===== src/design/rhc_div.sv =====
// ----------------------------------------------------------------------------
// rhc_div
// Pipelined restoring divider, one quotient bit per register stage.
// Expects num_i < (den_i << QW) and den_i != 0.
// ----------------------------------------------------------------------------
module rhc_div #(
  parameter int unsigned NW = 24,
  parameter int unsigned DW = 9,
  parameter int unsigned QW = 17
) (
  input  logic          clk,
  input  logic [NW-1:0] num_i,
  input  logic [DW-1:0] den_i,
  output logic [QW-1:0] quo_o
);

  logic [DW-1:0] rem_r [QW];
  logic [QW-1:0] low_r [QW];
  logic [QW-1:0] quo_r [QW];
  logic [DW-1:0] den_r [QW];

  for (genvar i = 0; i < QW; i++) begin : g_stage
    logic [DW-1:0] rem_in;
    logic [DW-1:0] den_in;
    logic [QW-1:0] low_in;
    logic [QW-1:0] quo_in;
    logic [DW:0]   trial;
    logic          take;

    if (i == 0) begin : g_first
      assign rem_in = DW'(num_i[NW-1:QW]);
      assign low_in = num_i[QW-1:0];
      assign quo_in = '0;
      assign den_in = den_i;
    end else begin : g_next
      assign rem_in = rem_r[i-1];
      assign low_in = low_r[i-1];
      assign quo_in = quo_r[i-1];
      assign den_in = den_r[i-1];
    end

    // bring down the next numerator bit and trial-subtract
    assign trial = {rem_in, low_in[QW-1]};
    assign take  = (trial >= {1'b0, den_in});

    always_ff @(posedge clk) begin
      rem_r[i] <= take ? DW'(trial - {1'b0, den_in}) : trial[DW-1:0];
      low_r[i] <= {low_in[QW-2:0], 1'b0};
      quo_r[i] <= {quo_in[QW-2:0], take};
      den_r[i] <= den_in;
    end
  end

  assign quo_o = quo_r[QW-1];

endmodule


===== config.mk =====
export PLATFORM = sky130hd
export DESIGN_NAME = rhc_div
export DESIGN_NICKNAME = d
export VERILOG_FILES = /design/src/design/rhc_div.sv
export SDC_FILE = /design/constraint.sdc
export NUM_CORES = 1
export LEC_CHECK = 0
export ABC_AREA = 1
export BUFFER_PORTS_ARGS = -buffer_cell sky130_fd_sc_hd__buf_2
export CAP_MARGIN = 20
export CORE_MARGIN = 2
export CORE_UTILIZATION = 35
export DETAILED_ROUTE_END_ITERATION = 10
export GPL_TIMING_DRIVEN = 0
export PLACE_DENSITY_LB_ADDON = 0.12
export REMOVE_ABC_BUFFERS = 1
export SLEW_MARGIN = 0
export SYNTH_ARGS = -nofsm -noshare
export SYNTH_HDL_FRONTEND = slang
export SYNTH_SLANG_ARGS = --single-unit

===== constraint.sdc =====
create_clock -name clk -period 2.3 [get_ports clk]
set_input_delay 0.115 -clock clk [delete_from_list [all_inputs] [get_ports clk]]
set_output_delay 0.115 -clock clk [all_outputs]
set_load 0.005 [all_outputs]

**Yosys cells after proc, flatten, opt, wreduce, memory -nomap -nowiden**

Memories as Yosys holds them, arrays and structs flattened.
Cells that the tools add are included.

- Register bits after elaboration: 0
- Bits in writable memories: 867
- Bits of input ports: 34
- Output and inout port bits: 17
- Word-level logic and storage cells: 55
- Memories: 4

- Add/sub/neg operators: 17
- Magnitude comparators: 17
- Multiplexer cells: 17

Memory list:

| name | depth | width | rd ports | clocked after memory_dff | write ports | line | text |
|---|---|---|---|---|---|---|---|
| quo_r | 17 | 17 | 17 | 0 | 17 | 19 | `logic [QW-1:0] quo_r [QW];` |
| low_r | 17 | 16 | 16 | 0 | 17 | 18 | `logic [QW-1:0] low_r [QW];` |
| den_r | 17 | 9 | 16 | 0 | 17 | 20 | `logic [DW-1:0] den_r [QW];` |
| rem_r | 17 | 9 | 16 | 0 | 17 | 17 | `logic [DW-1:0] rem_r [QW];` |

Operator list:

| operator | number |
|---|---|
| greater-or-equal comparator 10 x 9 -> 1 bit | 16 |
| two-way mux 9 bit | 17 |
| subtractor 9 bit | 16 |
| greater-or-equal comparator 8 x 9 -> 1 bit | 1 |
| subtractor 8 x 9 -> 9 bit | 1 |

**Logic depth before layout (Yosys ltp)**

An unclocked memory read counts as a cell.

- Depth in word-level cells: 3
- Mapped depth: 12

**Worst setup path before layout**

OpenSTA, ideal clock, no wires.

- Kind: reg2reg
- Start point: mem low_r[0][15] (netlist name)
- End point: mem rem_r[1][7], in the netlist rem_r[0][16]
- Data arrival time: 1,510 ps
- Required time: 2,188 ps
- Path slack: 678 ps
- Cell stages (with the launch flop): 11
- Path buffers: 0
- Clock period less this slack: 1,622 ps
- Cell sequence: dfxtp_1 inv_1 ha_1 inv_1 fa_1 nand4_1 nand2_1 nand2_2 nand2_4 nand2_1 nand2_1

RTL lines:

| element | line |
|---|---|
| from (decl) | 18 |
| to (decl) | 17 |

==> run summary <==
Sw Ratio: 36.7%
Vias/cell: 4.31
Full die area: 0.0653 mm2
Longest Clk Path Bufs: 3
WS Path Type: flip-flop to flip-flop
Met2 global-route usage: 24.1%
Core area: 0.0627 mm2
Post-synthesis register bit count: 577
Synth area leaders: dfxtp_1, nand2_1, ha_1
CTS tree: built
Congestion Overflow GR: 0
Routed WL: 45000 um
RR Startpoint: den_r[0][52]
Root buffer cell: clkbuf_16
Detailed Place HPWL: 34400 um
Status: complete, no violations
Clk sinks: 577
Power density over the cells: 1440 mW/mm2
Unique masters post-synth: 27
Static leakage: 13.5 nW
Cells after synthesis: 2634
RSZ-0062 raised after global routing: false
Yosys synthesis warning count: 0
Area growth syn-to-layout: 16.0%
Row cnt: 92
Finished Core Util: 40.9%
Clk pwr share: 26.1%
DR WL/cell: 12.3 um
Via count: 15800
GRT met1 Usage: 17.7%
Initial antenna violation count: 0
Avg Inst Size Synth: 8.40 um2
CP Max Fanout: 10
Clock Skews: 29.5 ps
DRT iter0 DRCs: 713
Drt pass-1 iters: 7
Initial core utilization: 35.3%
Internal reg-to-reg setup slack: 300 ps
Crit path arrival time: 2480 ps
Die W: 255 um
Min-delay src: num_i[5]
H-tree Lvls: 2
Most Used Layer, Global Route: met2
Hold path cells: 2
Cell area after synthesis: 0.0221 mm2
Actual transition at the worst max-transition pin: 555 ps
Crit end category: flip-flop
Placed cell areas: 0.0233 mm2
Minimum clock period: 2000 ps
First-pass GRT wire length: 75700 um
Pwr Total: 37.0 mW
HP Class: primary input to flip-flop
Worst skew pair latency: 620 ps
Psw: 13.6 mW
Worst EP required: 2780 ps
Peak Freq: 500 MHz
RePlAce Congestion: 0.860
Clock-pin slew on the worst setup and hold paths: 60 ps
Tcrit/Tclk final: 87.0%
Internal power: 23.4 mW
Post-CTS resize count: 0
Finish-stage setup viols: 0
Die Span Y: 255 um
I/O Buffers: 50
Max-Cap Viols: 0
Reg power frac: 38.1%
Final Hold Fails: 0
Met3 Usage GRT: 2.49%
Crit path launch type: flip-flop
Area leader, netlist: dfxtp_1
Post-Route Setup TNS: 0 ps
Top Ports: 51
VDD IR-drop max: 688 uV
Hold-fix buffers, CTS: 33
GRT Util Overall: 14.0%
Number of global-route vias before repair: 15400
Hold endpoint: low_r[0][5]
DRC: 0
CTS Buf Count: 60
Layout cells sized above 1: 8.29%
Register area share after synthesis: 52.2%
Nets: 2962
Slew Limit Fails: 0
Fillers: 6293
Top cell type's share of synthesized area: 52.2%
Largest net degree at the start of global routing: 17
R2R Path End: rem_r[0][61]
Final instance area: 0.0257 mm2
Number of diodes: 0
Routed Antenna Nets: 0
Comb pwr share: 35.8%
Slew Limit Headroom: 63.0%
Setup bufs post-CTS: 0
R2r worst-path depth: 9
kinds of logic after synthesis:
kind of cell / Yosys count / synth area share (%)
XOR/XNOR: 48 / 1.90
AO/OA/AOI/OAI: 77 / 1.75
buffers and inverters: 474 / 8.26
flip-flops: 577 / 52.2
AND/OR/NAND/NOR: 1290 / 25.8
adder cells (fa/ha/maj): 168 / 10.0
layer usage:
| metal | routed length (um) | share of wire, % |
|---|---|---|
| met1 | 20900 | 46 |
| met2 | 21200 | 47 |
| met3 | 1810 | 4.0 |
| met4 | 1090 | 2.4 |
| met5 | 0 | 0 |
state kept, by name, summed over array words and instances, names as in the netlist:
signal and flops:
rem_r 144, quo_r 153, low_r 136, den_r 144
cell type report:
cell class	instances	area (um2)	share of cell area (%)
timing repair buffer	83	581	2.26
tap	846	1060	4.12
clock buffer	78	1660	6.46
sequential	577	11600	45.0
inverter	455	1710	6.65
clock inverter	35	373	1.45
multi-input combinational	1583	8750	34.1
through the flow:
stage	worst slack, ps	std cells	hold slack [ps]
floorplan	678	2615	143
global placement	290	3511	217
detailed placement	302	3511	219
CTS	288	3657	83.3
global route	72.0	3657	96.0
finish	299	3657	126
synth_stat cells, drive strengths merged:
cell type,number
a21boi,1
or2,4
buf,19
a21oi,72
nand2,874
fa,16
xnor2,1
ha,152
inv,455
nand4,33
nand3,273
xor2,47
and2,4
nand3b,11
o21ai,4
dfxtp,577
nor2,75
nor3,16
layout by cell type (no fill, tap or decap), types with 16 or more instances in the layout:
master | netlist | layout
clkbuf_16 | 0 | 60
nor3_1 | 16 | 16
inv_1 | 454 | 454
nand2_1 | 826 | 826
dfxtp_1 | 577 | 577
xor2_1 | 47 | 47
ha_1 | 152 | 152
dlygate4sd3_1 | 0 | 33
nor2_1 | 49 | 49
nand3_1 | 273 | 273
nand4_1 | 33 | 33
fa_1 | 16 | 16
nand2_2 | 29 | 29
a21oi_1 | 72 | 72
buf_2 | 15 | 50
worst max-delay path, stage by stage (launching register included):
cell     delay, ps
dfxtp_1        400
inv_1           60
ha_1           330
nand2_1         80
nand2_1         70
a21oi_1        130
and2_1         500
nand2_8        140
nand2_1         90
nand2_1         80
worst max-delay path by stage:
stage | start | endpoint | cells after the start
after global routing | den_r[0][12] | rem_r[0][25] | 10
final | den_r[0][52] | rem_r[0][61] | 9
after detailed placement | den_r[0][52] | rem_r[0][61] | 9
after global placement | den_r[0][18] | rem_r[0][32] | 9
after floorplan | low_r[0][15] | rem_r[0][16] | 10
after CTS | den_r[0][52] | rem_r[0][61] | 9
power by group through the flow:
| stage | sequential, mW | clock, mW | combinational (mW) |
|---|---|---|---|
| floorplan | 13.8 | 0 | 10.3 |
| global placement | 14.4 | 0 | 13.2 |
| detailed placement | 14.4 | 0 | 13.2 |
| CTS | 14.2 | 10.1 | 13.3 |
| global route | 14.4 | 10.5 | 15.3 |
| finish | 14.1 | 9.66 | 13.2 |
Note: power is estimated with default switching activity, not from simulation.
