===== config.mk =====
export PLATFORM = sky130hd
export DESIGN_NAME = rhc_hsl2rgb
export DESIGN_NICKNAME = d
export VERILOG_FILES = /design/src/design/rhc_pkg.sv /design/src/design/rhc_hsl2rgb.sv
export SDC_FILE = /design/constraint.sdc
export NUM_CORES = 2
export LEC_CHECK = 0
export BUFFER_PORTS_ARGS = -buffer_cell sky130_fd_sc_hd__buf_2
export CAP_MARGIN = 40
export CORE_ASPECT_RATIO = 0.5
export CORE_MARGIN = 8
export CORE_UTILIZATION = 55
export DETAILED_ROUTE_END_ITERATION = 12
export PLACE_DENSITY = 0.71
export SLEW_MARGIN = 20
export SYNTH_ARGS = -nofsm -noshare
export SYNTH_HDL_FRONTEND = slang
export SYNTH_SLANG_ARGS = --single-unit

===== constraint.sdc =====
create_clock -name clk -period 11.3 [get_ports clk]
set_input_delay 1.695 -clock clk [delete_from_list [all_inputs] [get_ports clk]]
set_output_delay 1.695 -clock clk [all_outputs]
set_load 0.01 [all_outputs]

===== src/design/rhc_pkg.sv =====
// ----------------------------------------------------------------------------
// rhc_pkg
// Shared types and fixed constants of the RGB/HSL colour converter.
// ----------------------------------------------------------------------------
package rhc_pkg;

  // Restoring divider: one quotient bit per stage
  localparam int unsigned DIV_QW   = 17;
  // HSL to RGB datapath depth
  localparam int unsigned HSL_LAT  = 5;
  // Depth from input register to output register input
  localparam int unsigned PIPE_LAT = 1 + DIV_QW;

  typedef enum logic {
    OP_RGB2HSL = 1'b0,
    OP_HSL2RGB = 1'b1
  } op_t;

  typedef struct packed {
    logic [7:0] red;
    logic [7:0] green;
    logic [7:0] blue;
  } rgb_t;

  // Hue in 1/64 degree: a full turn and its fractions
  localparam logic [14:0] TURN       = 15'd23040;
  localparam logic [14:0] THIRD      = 15'd7680;
  localparam logic [14:0] SIXTH      = 15'd3840;
  localparam logic [14:0] HALF_TURN  = 15'd11520;
  localparam logic [14:0] TWO_THIRDS = 15'd15360;

  // Q16 unity and half
  localparam logic [16:0] ONE_Q16  = 17'd65536;
  localparam logic [16:0] HALF_Q16 = 17'd32768;

endpackage


===== src/design/rhc_hsl2rgb.sv =====
// ----------------------------------------------------------------------------
// rhc_hsl2rgb
// Five-stage HSL to RGB datapath: clamp, helper levels, ramp, byte scale.
// ----------------------------------------------------------------------------
module rhc_hsl2rgb (
  input  logic          clk,
  input  logic [14:0]   hue_i,
  input  logic [16:0]   sat_i,
  input  logic [16:0]   light_i,
  output rhc_pkg::rgb_t rgb_o
);
  import rhc_pkg::*;

  // piecewise-linear ramp weight, 0..SIXTH
  function automatic logic [11:0] ramp(input logic [14:0] t);
    logic [11:0] k;
    if (t < SIXTH) begin
      k = t[11:0];
    end else if (t < HALF_TURN) begin
      k = SIXTH[11:0];
    end else if (t < TWO_THIRDS) begin
      k = 12'(TWO_THIRDS - t);
    end else begin
      k = '0;
    end
    return k;
  endfunction

  // stage A: clamp and hue shifts
  logic [16:0] s_cl, l_cl;
  logic [14:0] h_red, t_r, t_b;
  logic [15:0] t_r_sum;

  assign s_cl    = (sat_i > ONE_Q16) ? ONE_Q16 : sat_i;
  assign l_cl    = (light_i > ONE_Q16) ? ONE_Q16 : light_i;
  assign h_red   = (hue_i >= TURN) ? hue_i - TURN : hue_i;
  assign t_r_sum = 16'(h_red) + 16'(THIRD);
  assign t_r     = (t_r_sum >= 16'(TURN)) ? 15'(t_r_sum - 16'(TURN)) : t_r_sum[14:0];
  assign t_b     = (h_red >= THIRD) ? h_red - THIRD : h_red + TWO_THIRDS;

  logic [16:0] a_l_r, a_s_r, b_l_r, b_s_r;
  logic [11:0] a_k_r [3];
  logic [11:0] b_k_r [3];
  logic [11:0] c_k_r [3];
  logic [33:0] b_p_r;
  logic [32:0] c_diff_r, c_t2_r;
  logic [44:0] d_base_r;
  logic [44:0] d_m_r [3];
  logic [32:0] e_val;
  logic [44:0] num   [3];
  logic [48:0] scl   [3];
  logic [7:0]  byte_v[3];
  rgb_t        rgb_r;

  // stage C: t1 - (l << 16) folded into e
  assign e_val = (b_l_r < HALF_Q16) ? 33'(b_p_r)
                                    : 33'({b_s_r, 16'b0}) - 33'(b_p_r);

  always_ff @(posedge clk) begin
    a_l_r    <= l_cl;
    a_s_r    <= s_cl;
    a_k_r[0] <= ramp(t_r);
    a_k_r[1] <= ramp(h_red);
    a_k_r[2] <= ramp(t_b);
    b_p_r    <= 34'(a_l_r) * 34'(a_s_r);
    b_l_r    <= a_l_r;
    b_s_r    <= a_s_r;
    b_k_r    <= a_k_r;
    c_diff_r <= 33'({e_val, 1'b0});
    c_t2_r   <= 33'({b_l_r, 16'b0}) - e_val;
    c_k_r    <= b_k_r;
    d_base_r <= 45'({c_t2_r, 12'b0}) - 45'({c_t2_r, 8'b0});
    for (int i = 0; i < 3; i++) begin
      d_m_r[i] <= 45'(c_diff_r) * 45'(c_k_r[i]);
    end
    rgb_r <= {byte_v[0], byte_v[1], byte_v[2]};
  end

  // stage E: level * 255 / (SIXTH << 32) == level * 17 >> 40
  always_comb begin
    for (int i = 0; i < 3; i++) begin
      num[i]    = d_base_r + d_m_r[i];
      scl[i]    = 49'({num[i], 4'b0}) + 49'(num[i]);
      byte_v[i] = (scl[i][48:40] > 9'd255) ? 8'd255 : scl[i][47:40];
    end
  end

  assign rgb_o = rgb_r;

endmodule


Word-level counts from Yosys, hierarchy flattened. Memories as Yosys holds them, arrays and structs flattened. Cells that the tools add are included.

$mul: 4. Muxes and demuxes: 13. Add/subtract/negate cells: 17. Order comparisons: 18.

Operator list (count): $add A49 B45 Y49 (3); $add A45 B45 Y45 (3); $mul A32 B12 Y44 (3); $mux W12 (9); $lt A15 B14 Y1 const B (6); $sub A33 B33 Y33 (2); $lt A15 B12 Y1 const B (3); $mux W15 (3); $sub A45 B41 Y45 (1); $sub A12 B12 Y12 const A (3); $gt A17 B17 Y1 const B (2); $mul A17 B17 Y33 (1); $mux W33 (1); $sub A15 B15 Y15 const B (2); $gt A9 B8 Y1 const B (3); $lt A17 B16 Y1 const B (1); $add A15 B13 Y16 const B (1); $ge A16 B15 Y1 const B (1); $add A15 B14 Y15 const B (1); $ge A15 B13 Y1 const B (1); $ge A15 B15 Y1 const B (1); $sub A15 B13 Y15 const B (1).

Register bits: 343. RAM bits: 132. Output and inout bits: 24. Logic and storage cells: 73. Memories: 1.

Memories: d_m_r (words 3, bits a word 44, rd ports 3, clocked after memory_dff 0, wr ports 3, line rhc_hsl2rgb.sv:48) `logic [44:0] d_m_r [3];`.

Depth between registers and ports, before layout.
Depth in word-level cells: 9. Depth in mapped cells: 28. Gate-level depth less buffers: 28.

Worst setup path before layout. OpenSTA, ideal clock, no wires.

Kind: reg-to-reg. From: register a_s_r[2]. To: register b_p_r[32]. Setup time: 0.072 ns. Path slack: 5.074 ns. Data required time: 11.228 ns. Cell stages (with the launch flop): 26. Data arrival time: 6.154 ns. Clock period less this slack: 6.226 ns. Cell sequence: dfxtp_1 > clkbuf_1 > nand2_1 > fa_1 > inv_1 > fa_1 > inv_1 > fa_1 > inv_1 > fa_1 > fa_1 > inv_1 > fa_1 > inv_1 > ha_1 > a21o_1 > a21oi_1 > nand2_1 > a211oi_1 > nor3_1 > nor3_1 > o21ai_0 > o41a_1 > a21o_1 > a21oi_1 > xnor2_1.

Cells in the longest elaborated chain, start to end: 1.

Ends and longest elaborated chain: start: declaration (line rhc_hsl2rgb.sv:41) `logic [16:0] a_l_r, a_s_r, b_l_r, b_s_r;`; start signal: assignment (line rhc_hsl2rgb.sv:61) `a_s_r <= s_cl;`; $mul A17 B17 Y33 (line rhc_hsl2rgb.sv:65) `b_p_r <= 34'(a_l_r) * 34'(a_s_r);`; end signal: assignment (line rhc_hsl2rgb.sv:65); end: declaration (line rhc_hsl2rgb.sv:45) `logic [33:0] b_p_r;`.

No other way between the ends. A chain may end at the register's enable or synchronous reset.

==> impl_metrics.ini <==
[run_status]
outcome = completed

[clock_tree]
cts.sinks = 466
cts_setup_buffers = 0
cts_resized = 0
cts_made_buffers = 48
clkLatencyLatePin_ns = 0.68
clk_path_buf_depth = 3
clk_pin_slew_ns = 0.08
holdBufCountCts = 0
cts_tree = done
clock-root-buffer = clkbuf_16
cts_htree_levels = 2

[synth]
synth_area_um2 = 69930
postSynthCellCount = 8089
synth_seq_cells = 466
ys_seq_area_share_pct = 13.34
syn_area_per_cell_um2 = 8.645
yosysWarnings = 0
async_flop_share_pct = 0
synth-edff-count = 0
synth_fp_nets = 9909
ys_types = 111
ys.flop_type = dfxtp_1

[timing]
layout_min_cycle_time_ns = 7.319
drv_slew = 0
fin_skew_ns = 0.06657
hold_violations = 0
fmax_mhz = 136.6
tns_ns = 0
period_share_pct = 64.77
setup_violations = 0
rsz0062_at_grt = false
tightest_slew_ns = 0.9111
slew_headroom_pct = 39.18

[placed_design]
portBuffers = 73
gp_congestion = 0.9513
dp_hpwl_um = 149100

[job]
cap_violations = 0

[setup_path]
cp_slowest_cell = dfxtp_1
end_kind = flop
start_kind = flop
cp_data_required_time_ns = 11.87
critPathKind = flop to flop
critical-path-max-stage-delay_ns = 0.85
critical_path_arrival_ns = 7.89
crit_path_max_fanout = 21
critical_path.cell_chain = buf_4 -> nand2_1 -> fa_1 -> fa_1 -> inv_1 -> fa_1 -> inv_1 -> fa_1 -> inv_1 -> fa_1 -> ha_1 -> nor2_1 -> a21oi_1 -> o21ai_1 -> o21ai_0 -> o21ai_0 -> o21ai_1 -> a221oi_1 -> o311ai_1 -> a31o_2 -> a21oi_1 -> xnor2_1
path_common_cell = fa_1

[floorplanning]
num_io_pins = 74
start_util_pct = 55.48
core_um2 = 126000
rows = 92
die_x_um = 520.3
die_area_um2 = 139500
die_y_um = 268.1

[drt]
drtIter0Drc = 4747
vias = 54464
dr_wl_met2_um = 77570
top_layer = met5
ant_nets = 0
dr.pass1.iters = 6
met1Wirelength_um = 83360
via_per_inst = 5.611
route.detailed.wl_per_inst_um = 19.91
routed_wl_um = 193300
drcViolationCount = 0
wl_met3_um = 25900

[min_path]
holdCritPathClass = flop to flop

[cells_and_area]
multi_input_area_um2 = 53770
drive_gt1_share_pct = 4.131
area_growth_pct = 5.355
fill_cells = 11145
regArea_um2 = 9329
nNetsFinal = 9792

[global_routing]
first_global_vias = 55427
grt_max_degree = 43
antenna_found_initial = 13
grt_pass1_wl_um = 307200
grt_overflow_total = 0
grt.total_usage_pct = 27.78
Yosys cell counts, drive strengths merged, types with 15 or more instances:
library cell  number  share of area, %
and3              40              0.36
o21bai            40              0.43
a2111oi           20              0.26
nand2           1154               6.2
nor2             277               1.5
ha               644                12
buf               21              0.17
a211oi            56              0.65
a31o              17              0.21
and2             531               4.8
a21o             205               2.2
nor3              74              0.55
o31ai             30              0.32
nand3             75              0.54
o21a              74              0.79
a21oi            339               2.4
fa              1126                32
a31oi             48              0.46
or3               33              0.30
nand4             57              0.52
o211ai            25              0.28
nor2b             77              0.69
dfxtp            466                13
or2               15              0.13
xnor2            263               3.3
a41oi             15              0.20
nor4              18              0.18
clkbuf           316               1.7
a221oi            16              0.21
nand2b            39              0.35
xor2             105               1.3
inv             1473               7.9
o21ai            222               1.6
metrics by stage:
stage	hold WS [ns]	cells	util, %	instance area, um2	setup slack [ns]
after global routing	0.3116	9705	58.45	73680	3.536
after floorplan	0.3096	8089	-	69930	5.074
after CTS	0.3045	9697	58.38	73580	3.995
after detailed placement	0.3121	9607	57.01	71860	4.044
after global placement	0.3097	9596	56.89	71710	4.036
final	0.3124	9706	58.45	73680	3.981
metal layers:
| layer | vias up | GRT usage (%) |
|---|---|---|
| met5 | - | 0.1351 |
| met4 | 8 | 8.299 |
| met3 | 378 | 10.68 |
| met2 | 2382 | 40.71 |
| met1 | 26493 | 38.19 |
| li1 | 25203 | - |
cell families (layout without fill, tap and decap cells):
kind of cell / after synthesis / count (layout) / synth area share, %
AOI/OAI and AO/OA: 1224 / 1224 / 11.60
xor gates and xnor gates: 369 / 369 / 4.686
adders and majority gates: 1772 / 1772 / 43.78
buffers and inverters: 1811 / 1734 / 9.778
DFF: 466 / 466 / 13.34
muxes: 19 / 19 / 0.2862
other: 0 / 2 / 0
and+or+nand+nor: 2428 / 2428 / 16.53
state kept, by name, summed over array words and instances, names as in the netlist, 24 cells and up:
register	count
b_p_r	33
c_k_r	36
a_k_r	36
d_m_r	132
c_diff_r	31
c_t2_r	33
d_base_r	37
b_k_r	36
rgb_o	24
placed cells by master (no fill, tap or decap), drive strengths merged, types with 17 or more instances in the layout:
| cell type | Yosys | layout |
|---|---|---|
| a31oi | 48 | 48 |
| buf | 21 | 169 |
| inv | 1473 | 1479 |
| nor3 | 74 | 74 |
| clkbuf | 316 | 62 |
| nor2 | 277 | 277 |
| and2 | 531 | 531 |
| a211oi | 56 | 56 |
| a21oi | 339 | 339 |
| nand4 | 57 | 57 |
| nor4 | 18 | 18 |
| or3 | 33 | 33 |
| xnor2 | 263 | 263 |
| ha | 644 | 644 |
| o21a | 74 | 74 |
| fa | 1126 | 1126 |
| a31o | 17 | 17 |
| dfxtp | 466 | 466 |
| o211ai | 25 | 25 |
| nand3 | 75 | 75 |
| a21o | 205 | 205 |
| o21bai | 40 | 40 |
| and3 | 40 | 40 |
| nand2 | 1154 | 1154 |
| a2111oi | 20 | 20 |
| nand2b | 39 | 39 |
| o21ai | 222 | 222 |
| o31ai | 30 | 30 |
| xor2 | 105 | 105 |
| nor2b | 77 | 77 |
final cells by class:
cell class | count | share of cell area (%)
clock buffer | 61 | 1.792
multi-input combinational | 5812 | 72.98
inverter | 1474 | 7.509
clock inverter | 29 | 0.5519
tap | 1692 | 2.873
timing repair buffer | 170 | 1.627
sequential | 466 | 12.66
antenna | 2 | 0.006793
worst max-delay path, delay by kind of cell, from the launching register on:
kind	cells	cell delay (ns)
xor gates and xnor gates	1	0.15
and+or+nand+nor	2	0.31
AOI/OAI and AO/OA	9	2.43
buffers and inverters	4	0.60
DFF	1	0.85
adders and majority gates	6	2.83
final timing paths:
path | startpoint | to | slack [ns] | cells after the start
worst min-delay path | b_k_r[22] | c_k_r[22] | 0.31 | 0
worst max register to register | c_diff_r[10] | d_m_r[0][131] | 3.98 | 22
worst min register to register | b_k_r[22] | c_k_r[22] | 0.31 | 0
worst max-delay path | c_diff_r[10] | d_m_r[0][131] | 3.98 | 22
Power is not shown: default switching activity piles up to over one toggle a cycle in this logic, so the estimate is an artifact.
